--- config.mk ---
export PLATFORM = sky130hd
export DESIGN_NAME = timed_event_queue
export DESIGN_NICKNAME = d
export VERILOG_FILES = /design/src/hdl/teq_pkg.sv /design/src/hdl/teq_cell.sv /design/src/hdl/timed_event_queue.sv
export SDC_FILE = /design/constraint.sdc
export NUM_CORES = 1
export LEC_CHECK = 0
export BUFFER_PORTS_ARGS = -buffer_cell sky130_fd_sc_hd__buf_2
export CORE_MARGIN = 2
export CORE_UTILIZATION = 59
export CTS_CLUSTER_DIAMETER = 150
export DETAILED_ROUTE_END_ITERATION = 8
export PLACE_DENSITY_LB_ADDON = 0.05
export SYNTH_ARGS = -nofsm -noshare
export SYNTH_HDL_FRONTEND = slang
export SYNTH_SLANG_ARGS = --single-unit
--- constraint.sdc ---
create_clock -name clk -period 4.32 [get_ports clk]
set_input_delay 1.08 -clock clk [delete_from_list [all_inputs] [get_ports clk]]
set_output_delay 1.08 -clock clk [all_outputs]
set_load 0.03 [all_outputs]
--- src/hdl/teq_pkg.sv ---
// shared types and constants of the timed event queue
package teq_pkg;

  localparam int TIME_W    = 24;
  localparam int ELAPSED_W = 16;
  localparam int CODE_W    = 3;

  typedef struct packed {
    logic                 mode;
    logic [ELAPSED_W-1:0] elapsed_cycles;
    logic [CODE_W-1:0]    event_code;
    logic [TIME_W-1:0]    delay_cycles;
  } teq_in_t;

  typedef struct packed {
    logic [CODE_W-1:0] fired_event;
    logic              fired;
    logic              dropped;
    logic              last;
  } teq_out_t;

  // one queue slot
  typedef struct packed {
    logic              valid;
    logic [TIME_W-1:0] time_left;
    logic [CODE_W-1:0] code;
  } teq_entry_t;

  typedef enum logic [1:0] {
    OP_HOLD,
    OP_SHIFT,
    OP_AGE,
    OP_INSERT
  } teq_op_t;

  // broadcast to every cell of the chain
  typedef struct packed {
    teq_op_t              op;
    logic [ELAPSED_W-1:0] elapsed;
    logic [TIME_W-1:0]    delay;
    logic [CODE_W-1:0]    code;
  } teq_ctrl_t;

  typedef enum logic [1:0] {
    ST_IDLE,
    ST_FIRE,
    ST_INSERT
  } teq_state_t;

endpackage

--- src/hdl/teq_cell.sv ---
// one slot of the sorted event chain
module teq_cell
  import teq_pkg::*;
(
  input  logic       clk,
  input  logic       rst_n,
  input  teq_ctrl_t  ctrl,
  input  teq_entry_t left_i,
  input  logic       left_le_i,
  input  teq_entry_t right_i,
  output teq_entry_t entry_o,
  output logic       le_o
);

  teq_entry_t entry_r;
  teq_entry_t entry_nxt;

  assign le_o = entry_r.valid && (entry_r.time_left <= ctrl.delay);

  always_comb begin
    entry_nxt = entry_r;
    unique case (ctrl.op)
      OP_HOLD: begin
        entry_nxt = entry_r;
      end
      OP_SHIFT: begin
        entry_nxt = right_i;
      end
      OP_AGE: begin
        // survivors are all above elapsed, no wrap
        entry_nxt.time_left = entry_r.time_left -
                              {{(TIME_W-ELAPSED_W){1'b0}}, ctrl.elapsed};
      end
      OP_INSERT: begin
        if (le_o) begin
          entry_nxt = entry_r;
        end else if (left_le_i) begin
          entry_nxt.valid     = 1'b1;
          entry_nxt.time_left = ctrl.delay;
          entry_nxt.code      = ctrl.code;
        end else begin
          entry_nxt = left_i;
        end
      end
      default: begin
        entry_nxt = entry_r;
      end
    endcase
  end

  // only the valid bit is reset, the payload follows it
  always_ff @(posedge clk) begin
    if (!rst_n) begin
      entry_r.valid <= 1'b0;
    end else begin
      entry_r.valid <= entry_nxt.valid;
    end
    entry_r.time_left <= entry_nxt.time_left;
    entry_r.code      <= entry_nxt.code;
  end

  assign entry_o = entry_r;

endmodule

--- src/hdl/timed_event_queue.sv ---
// top level: sorted timer event queue built as a chain of cells
// an item with k expired entries keeps busy high after its transfer through a fire step
// for each expired entry, then the aging step and the insert/status step; its k + 1 results,
// at most QUEUE_DEPTH + 1, leave through an output register in the cycle after the cycle
// that makes them; a next item is accepted only once busy has dropped after the insert step
// the receiver cannot stall: every out_strobe cycle is one transfer
// synchronous active-low reset empties the queue and returns to idle
module timed_event_queue
  import teq_pkg::*;
#(
  parameter int QUEUE_DEPTH = 8
) (
  input  logic     clk,
  input  logic     rst_n,
  input  logic     start,
  output logic     busy,
  input  teq_in_t  in_data,
  output logic     out_strobe,
  output teq_out_t out_data
);

  // sequencer state
  teq_state_t state_r;
  teq_state_t state_nxt;

  // item under work
  teq_in_t in_r;

  // result register
  logic     out_strobe_r;
  logic     out_strobe_nxt;
  teq_out_t out_data_r;
  teq_out_t out_data_nxt;

  // chain taps
  teq_entry_t             cell_q [QUEUE_DEPTH];
  logic [QUEUE_DEPTH-1:0] le_vec;
  logic [QUEUE_DEPTH-1:0] vld_vec;
  teq_ctrl_t              ctrl;
  teq_op_t                op;

  logic head_expired;
  logic full;
  logic accept;

  assign accept = start && !busy;
  assign busy   = (state_r != ST_IDLE);

  // expired entries always form a prefix since the chain stays sorted
  assign head_expired = cell_q[0].valid &&
    (cell_q[0].time_left <= {{(TIME_W-ELAPSED_W){1'b0}}, in_r.elapsed_cycles});
  assign full = cell_q[QUEUE_DEPTH-1].valid;

  // command broadcast: op, elapsed, delay, code
  assign ctrl = {op, in_r.elapsed_cycles, in_r.delay_cycles, in_r.event_code};

  // cell chain: shift moves toward the head, insert moves toward the tail
  for (genvar i = 0; i < QUEUE_DEPTH; i++) begin : g_cell
    teq_entry_t left_e;
    teq_entry_t right_e;
    logic       left_le;

    if (i == 0) begin : g_head
      assign left_e  = '0;
      assign left_le = 1'b1;
    end else begin : g_mid
      assign left_e  = cell_q[i-1];
      assign left_le = le_vec[i-1];
    end

    if (i == QUEUE_DEPTH-1) begin : g_tail
      assign right_e = '0;
    end else begin : g_inner
      assign right_e = cell_q[i+1];
    end

    teq_cell u_cell (
      .clk       (clk),
      .rst_n     (rst_n),
      .ctrl      (ctrl),
      .left_i    (left_e),
      .left_le_i (left_le),
      .right_i   (right_e),
      .entry_o   (cell_q[i]),
      .le_o      (le_vec[i])
    );

    assign vld_vec[i] = cell_q[i].valid;
  end

  // next state
  always_comb begin
    state_nxt = state_r;
    unique case (state_r)
      ST_IDLE: begin
        if (accept) begin
          state_nxt = ST_FIRE;
        end
      end
      ST_FIRE: begin
        if (!head_expired) begin
          state_nxt = ST_INSERT;
        end
      end
      ST_INSERT: begin
        state_nxt = ST_IDLE;
      end
      default: begin
        state_nxt = ST_IDLE;
      end
    endcase
  end

  // chain command and result
  always_comb begin
    op             = OP_HOLD;
    out_strobe_nxt = 1'b0;
    out_data_nxt   = '0;
    unique case (state_r)
      ST_IDLE: begin
        op = OP_HOLD;
      end
      ST_FIRE: begin
        if (head_expired) begin
          // report the head and pull the rest forward
          op                       = OP_SHIFT;
          out_strobe_nxt           = 1'b1;
          out_data_nxt.fired_event = cell_q[0].code;
          out_data_nxt.fired       = 1'b1;
        end else begin
          op = OP_AGE;
        end
      end
      ST_INSERT: begin
        // status transfer closes the item
        out_strobe_nxt    = 1'b1;
        out_data_nxt.last = 1'b1;
        if (in_r.mode) begin
          if (full) begin
            out_data_nxt.dropped = 1'b1;
          end else begin
            op = OP_INSERT;
          end
        end
      end
      default: begin
        op = OP_HOLD;
      end
    endcase
  end

  always_ff @(posedge clk) begin
    if (!rst_n) begin
      state_r      <= ST_IDLE;
      out_strobe_r <= 1'b0;
    end else begin
      state_r      <= state_nxt;
      out_strobe_r <= out_strobe_nxt;
    end
  end

  always_ff @(posedge clk) begin
    out_data_r <= out_data_nxt;
    if (accept) begin
      in_r <= in_data;
    end
  end

  assign out_strobe = out_strobe_r;
  assign out_data   = out_data_r;

  // a result only follows a working cycle
  a_strobe_after_work: assert property (@(posedge clk) disable iff (!rst_n)
    out_strobe_r |-> ($past(state_r) != ST_IDLE))
    else $error("result strobe without work in the previous cycle");

  // occupied slots stay packed at the head
  a_packed: assert property (@(posedge clk) disable iff (!rst_n)
    ((vld_vec + 1'b1) & vld_vec) == '0)
    else $error("queue slots not contiguous");

  // an accepted item starts with the fire phase
  a_accept_fire: assert property (@(posedge clk) disable iff (!rst_n)
    (start && !busy) |=> (state_r == ST_FIRE))
    else $error("accepted item did not enter fire phase");

  // a refused enqueue only happens on a full queue
  a_drop_full: assert property (@(posedge clk) disable iff (!rst_n)
    (out_strobe_r && out_data_r.dropped) |-> (full && out_data_r.last))
    else $error("drop flagged without a full queue");

endmodule
==> impl_results.md <==
- Status: finished, final reports clean
- Global-route wire length before repair: approximately 130 mm
- Pre-antenna DRT Iters: 6
- N_diodes: 0
- Initial core utilization: 59.9%
- Warnings, synthesis: 0
- Worst rel slew slack: between 30% and 40%
- Cells on worst reg2reg path: 9
- Post-synthesis net count: about 3,000
- Syn Area/Cell: about 9.4 sq um
- Final #Nets: 3,015
- Initial antenna violation count: 0
- Die width: around 210 microns
- Critical Path Source Type: flop
- Wire length per cell: 25.5 microns
- Vias in the first global route: between 20,000 and 25,000
- Setup Fix Bufs, Post-CTS: 0
- Max_cap viols: 0
- Total track usage: about 37%
- Most used flip-flop cell after synthesis: edfxtp_1
- Yosys cell types: approximately 100
- Share of the synthesized area in the top cell type: a little under a third
- Total CTS buffers: 35
- Final TNS setup: 0 ns
- Most common cell in the netlist: ha_1
- Antenna-violating nets left: 0
- Post_cts resized: 0
- CTS tree: built
- Largest stage delay, worst path: between 0.6 and 0.7 ns
- Number of flops mapped to enable cells by yosys: 260
- Routability cong.: slightly above 1
- Vias: 22,000
- FP Rows: between 70 and 80
- Grt total ovfl: 0
- Post-synthesis cell count: between 2,000 and 3,000
- Hold Startpoint: g_cell[0].u_cell.entry_o[0]
- Crit path max-delay family: simple AND/OR/NAND/NOR gates
- Die Height: approximately 210 microns
- H-tree depth: 2
- Power Density: ~430 nW/um^2
- Die ar.: approximately 43,000 sq um
- Worst path cell trace: inv_1 -> ha_1 -> nand4_1 -> or4_1 -> or4_1 -> o21ai_4 -> buf_4 -> a21oi_2 -> buf_4
- Register area share after synthesis: between 30% and 40%
- Worst Path Max Fanout: 24
- IO Count: 55
- Post-synth ARST share: 0%
- Hold Fails Final Rpt: 0
- #FFs+latches synth: about 280
- Layout cells sized above 1: approximately a tenth
- Largest net degree at the start of global routing: 170
- R2R Setup Slk: around 0.24 ns
- CP endpoint kind: flop
- DRC errors left: 0
- Origin of the critical flop-to-flop path: ctrl[23]
- RSZ-0062 raised after global routing: false
- CP Class: flop to flop
- Fmax: 0.245 GHz
- CP Buf/Inv Count: 3
- Clock-pin slew on the worst setup and hold paths: 0.06 ns
- Top cells by instance count after synthesis: ha_1, edfxtp_1, a21oi_1
- R2r endpoint: g_cell[2].u_cell.entry_o[24]
- P&R area growth vs syn: 10.3%
- Crit path depth: 9
- Post-DP HPWL: approximately 60 mm
- Area leader, netlist: edfxtp_1
- Final Slew Violations: 0
- Least-Margin Pin Slew: around 0.98 ns
- Tcrit/Tclk final: 94.4%
- Cts hold-fix bufs: 0
- Max IR drop VDD: around 0.00035 V
- Worst hold margin: between 0.5 and 0.6 ns
- Worst path arrival time: between 4 and 5 ns
- Clk Tree Root Cell: clkbuf_16
- Final wirelength: approximately 82 mm
- CP required: ~4.6 ns
- IO Port Bufs: 54
- Top cells by area, synth: edfxtp_1, ha_1, a21oi_1
- Tightest Hold Check Type: flop to flop
- Min Tclk post-route: between 4 and 5 ns
- Mapped cell area: about 25,000 sq um
- Via density: ~7
- CTS max path bufs: 3
- Starting DRT DRC Count: 2,633
- Critical-path top delay cell: or4_1
- Hold Path Stages: 1
- Clock sink total: roughly 280
- Clock Latency Late Sink: roughly 0.57 ns
- # setup viols final: 0
- Leakage power figure: between 10 and 15 nW
- Final setup skew: 0.0257 ns
- Endpoint, Worst Hold: out_data[3]
- Core area: between 40,000 and 50,000 sq um
==> cell usage in the layout, fill, tap and decap left out, drive strengths merged, types with 52 or more instances in the layout <==
master  instances
mux2i         104
nor2          208
o21ai         197
inv            94
buf           133
edfxtp        260
a21oi         232
a21o           93
nand2         176
xnor2          86
a22oi          66
nor3           52
ha            301
xor2           66
==> worst max path at each step <==
stage	start	endpoint	slack, ns
3_3_place_gp	ctrl[23]	g_cell[2].u_cell.entry_o[23]	0.39
4_1_cts	ctrl[23]	g_cell[2].u_cell.entry_o[21]	0.30
3_5_place_dp	ctrl[23]	g_cell[2].u_cell.entry_o[24]	0.33
6_report	ctrl[23]	g_cell[2].u_cell.entry_o[24]	0.24
2_1_floorplan	ctrl[28]	g_cell[0].u_cell.entry_o[10]	-0.04
5_1_grt	ctrl[20]	g_cell[2].u_cell.entry_o[24]	0.15
==> report_power, final <==
part	switching (mW)	total [mW]	internal, mW
combinational	2.74	4.58	1.84
sequential	0.409	3.84	3.44
clock	1.27	3.12	1.85
total	4.41	11.5	7.13
==> state kept, by name, indices dropped and copies added, names as in the netlist <==
register	count
ctrl	43
out_strobe	1
in_r	1
out_data	6
state_r	2
g_cell.u_cell.entry_o	224
==> per-layer routing <==
metal,GRT usage (%),wire (microns),up-vias
li1,-,-,10100
met1,49.3,33700,10600
met2,60.4,37600,1082
met3,3.72,5700,260
met4,21.6,5070,0
met5,0,0,-
==> metrics by stage <==
stage | total power, mW | utilization (%) | setup slack [ns] | cells | area, sq um
after global routing | 12.1 | 66.1 | 0.154 | 3217 | 27000
final | 11.5 | 66.1 | 0.242 | 3217 | 27000
after detailed placement | 8.33 | 63.2 | 0.331 | 3154 | 25900
after CTS | 11.5 | 66.1 | 0.304 | 3217 | 27000
after floorplan | 6.97 | - | -0.0379 | 2597 | 24500
after global placement | 8.18 | 63.2 | 0.395 | 3154 | 25900
==> logic make-up (layout without fill, tap and decap cells) <==
logic type / Yosys count / in the layout / share of synthesized area [%]
AO/OA/AOI/OAI: 861 / 861 / 23.3
AND/OR/NAND/NOR: 670 / 670 / 13.1
adder cells (fa/ha/maj): 309 / 309 / 16.0
flip-flops: 277 / 277 / 33.2
buffers and inverters: 201 / 289 / 3.57
multiplexers: 127 / 127 / 5.30
XOR/XNOR: 152 / 152 / 5.43
==> final cells by class <==
class	instances	area, sq um
Tap cell	532	666
Clock inverter	19	214
Fill cell	3436	13900
Inverter	93	349
Clock buffer	44	981
Multi-Input combinational cell	2119	15600
Timing Repair Buffer	133	1080
Sequential cell	277	8150
Note: power is estimated with default switching activity, not from simulation.
